File: config.mk
export PLATFORM = sky130hd
export DESIGN_NAME = bpfa_lzenc
export DESIGN_NICKNAME = d
export VERILOG_FILES = /design/src/sv/bpfa_lzenc.sv
export SDC_FILE = /design/constraint.sdc
export NUM_CORES = 1
export LEC_CHECK = 0
export BUFFER_PORTS_ARGS = -buffer_cell sky130_fd_sc_hd__buf_2
export CAP_MARGIN = 20
export CORE_AREA = 5 5 42 44
export DETAILED_ROUTE_END_ITERATION = 10
export DIE_AREA = 0 0 47 49
export PLACE_DENSITY = 0.3
export SETUP_SLACK_MARGIN = 0.02
export SLEW_MARGIN = 20
export SYNTH_ARGS = -nofsm -noshare
export SYNTH_HDL_FRONTEND = slang
export SYNTH_SLANG_ARGS = --single-unit
File: constraint.sdc
create_clock -name vclk -period 1
set_input_delay 0.1 -clock vclk [all_inputs]
set_output_delay 0.1 -clock vclk [all_outputs]
set_load 0.05 [all_outputs]
File: src/sv/bpfa_lzenc.sv
module bpfa_lzenc #(
   parameter int WIDTH = 8,
   localparam int IW = (WIDTH > 1) ? $clog2(WIDTH) : 1
) (
   input  logic [WIDTH-1:0] vec,
   output logic             found,
   output logic [IW-1:0]    idx
);

   // lowest clear bit wins
   always_comb begin
      found = 1'b0;
      idx   = '0;
      for (int i = WIDTH - 1; i >= 0; i--) begin
         if (!vec[i]) begin
            found = 1'b1;
            idx   = IW'(i);
         end
      end
   end

endmodule

---- Word level (Yosys, flattened, before mapping) ----
Cells that the tools add are included.
storage, ports and cells
  bits in registers ....................... 0
  output and inout bits ................... 4
  word-level logic and storage cells ...... 16
cells by class
  mux-type cells .......................... 16
operators with widths
  operator  count
  $mux W3   8
  $mux W1   8

---- Longest topological paths before layout ----
  depth in word-level cells ............... 8
  gate-level depth with buffers ........... 3
  mapped depth without buffers ............ 3

---- Least setup slack after synthesis ----
Ideal clock, no wire load.
  path type ............................... in2out
  start point ............................. input vec[3]
  end point ............................... output idx[1]
  data arrival time ....................... 0.891 ns
  path slack .............................. 0.009 ns
  stages .................................. 3
  path through ............................ nand2_1 -> a31oi_1 -> nor2_1
between the ends
  word-level cells in the longest chain between the ends .. 4
ends and longest elaborated chain
  what                  line  source
  from (decl)           5     input logic [WIDTH-1:0] vec,
  $mux W3 (4 in a row)  15    if (!vec[i]) begin
  to (decl)             7     output logic [IW-1:0] idx
No other way between the ends.

---- Worst setup path after layout ----
  start point ............................. input vec[0]
  end point ............................... output idx[2]
between the ends
  word-level cells in the longest chain between the ends .. 1
ends and longest elaborated chain
  what     line
  $mux W3  15
No other way between the ends.

==> metrics.csv <==
stage;metric;value;unit
outcome;status;complete, no violations;
worst_setup_path;CP Max Fanout;4;
routing;total iterations of the first detailed-routing run;3;
layout;CLK BUF;0;
die;die height;49;um
logic_synthesis;sequential area share after synthesis;0;%
worst_setup_path;CP max stage delay;280;ps
die;I/O pins;12;
global_routing;largest net degree at the start of global routing;5;
min_path;Hold Crit Class;in2out;
worst_setup_path;most used cell, CP;buf_2;
logic_synthesis;leading post-synthesis cells by cell area;nand2_1, nor2_1, a41o_1, nor3_2, inv_1;
worst_setup_path;CP Capture Type;output pin;
worst_setup_path;Worst path slowest cell;buf_2;
layout;Seq Cell Count;0;
routing;Detailed Route WL;346;um
global_routing;initial antenna violation count;0;
routing;M1 WL;149;um
clock_network;post_cts resized;0;
routing;routed len/inst;7.86;um
layout;share of post-route cells with drive strength above 1;50.0;%
run;# Max-Cap Violations;0;
routing;detailed-route vias per instance;3.36;
logic_synthesis;Mapped Cells;16;
logic_synthesis;yosys warns;0;
placement;port bufs;12;
die;row count;14;
global_routing;vias in the first global route;143;
routing;via count;148;
logic_synthesis;top cell type's share of synthesized area;28.6;%
die;core area;1400;sq um
placement;GPL Wtd Cong;0.588;
routing;DR WL met3;46;um
worst_setup_path;CP Launch Type;primary input;
clock_network;postcts setup bufs;0;
worst_setup_path;Setup CP Type;in2out;
min_path;hold path depth;4;
timing;sum of negative setup slack;0;ps
logic_synthesis;Cell variety after synth;8;
logic_synthesis;syn_nets;24;
timing;Max-slew headroom;83.3;%
min_path;hold wc startpoint;vec[1];
routing;antenna viol nets, final;0;
timing;Setup WS post-layout;132;ps
global_routing;GRT Resource Usage Total;3.16;%
timing;actual slew at the worst max-slew pin;252;ps
placement;dpl ws;122;ps
placement;dpl hpwl;334;um
clock_network;# hold bufs at CTS;0;
min_path;WHS Endpoint;idx[1];
timing;unrepaired setup endpoints after global routing;false;
layout;Storage cell area;0;sq um
layout;commonest cells after routing, fill and taps aside;buf_2, nand2_1, inv_1, nor2_1;
die;Starting Density;5.63;%
routing;1st-iter DRT viols;1;
timing;final hold violation count;0;
die;die area;2300;sq um
global_routing;grt ovf;0;
timing;period utilization;86.8;%
layout;footprint of the multi-input gates;73.8;sq um
layout;area grow syn2layout;105;%
worst_setup_path;crit path cell chain;buf_2, nand2_1, nor3_2, buf_2;
logic_synthesis;Mean Syn Cell Area;4.93;sq um
global_routing;first-pass GRT wire length;579;um
power;Leakage;0.0876;nW
placement;dpl cells;44;
routing;met2 wire length;150;um
power;Power Density;480;nW/um^2
layout;nets@finish;38;
worst_setup_path;crit path DAT;770;ps
routing;DRC Markers;0;
power;peak supply drop;0.0788;mV
timing;fin. max-slew vios;0;
die;die width;47;um
timing;Peak Freq;1.15;GHz
layout;Filler cells;183;
logic_synthesis;Post-Synthesis Cell Area;78.8;sq um
logic_synthesis;area leader, netlist;nand2_1;
timing;endpoints failing setup;0;
timing;crit path time final;868;ps
layout;filler-free cell count of the finished design;44;
worst_setup_path;WP data required;900;ps
worst_setup_path;crit path from;vec[0];
routing;max layer used;met3;
layout;diodes inserted;0;
layout;commonest non-fill, non-tap cell in the layout;buf_2;
## metrics by stage
step / power (mW) / util (%) / area [sq um] / hold slack, ps
after CTS: 0.0784 / 11.5 / 161 / 686
final: 0.0775 / 11.5 / 161 / 681
after floorplan: 0.0469 / - / 81.3 / 416
after detailed placement: 0.0782 / 11.5 / 161 / 685
after global placement: 0.0783 / 11.5 / 161 / 682
after global routing: 0.0859 / 11.5 / 161 / 708
## metal layers
metal	up-vias	GRT usage [%]
li1	79	-
met1	62	4.13
met2	7	5.43
met3	0	0.738
met4	0	0
met5	-	0
## synthesized netlist by cell type, drive strengths merged
| library cell | instances |
|---|---|
| nand2 | 6 |
| nor2 | 3 |
| inv | 2 |
| a31oi | 1 |
| a41o | 1 |
| nor3 | 1 |
| o21ai | 1 |
| o22ai | 1 |
## worst max-delay path: cells and delay by family
kind          cells  cell delay [ps]
buf+inv           2              390
simple gates      2              280
## area by class of cell
| type | count | area share [%] |
|---|---|---|
| Multi-Input combinational cell | 14 | 45.7 |
| Timing Repair Buffer | 12 | 37.2 |
| Tap cell | 16 | 12.4 |
| Inverter | 2 | 4.65 |
## worst max-delay path by stage
stage / to / slack [ps] / cells after the start
2_1_floorplan: idx[2] / 30 / 2
4_1_cts: idx[0] / 120 / 5
3_5_place_dp: idx[0] / 120 / 5
6_report: idx[2] / 130 / 4
5_1_grt: idx[0] / 50 / 5
3_3_place_gp: idx[2] / 120 / 4
## cell families after synthesis
group                  count (synthesis)  synth area share [%]
AND/OR/NAND/NOR                       10                  55.6
AO/OA/AOI/OAI                          4                  34.9
buffers and inverters                  2                  9.53
## report_power, final
group	leakage [nW]	internal, mW	total (mW)	switching [mW]
Sequential	0	0	0	0
Clock	0	0	0	0
Combinational	0.0876	0.0262	0.0775	0.0513
Total	0.0876	0.0262	0.0775	0.0513
Power figures use the tool's default switching activity.
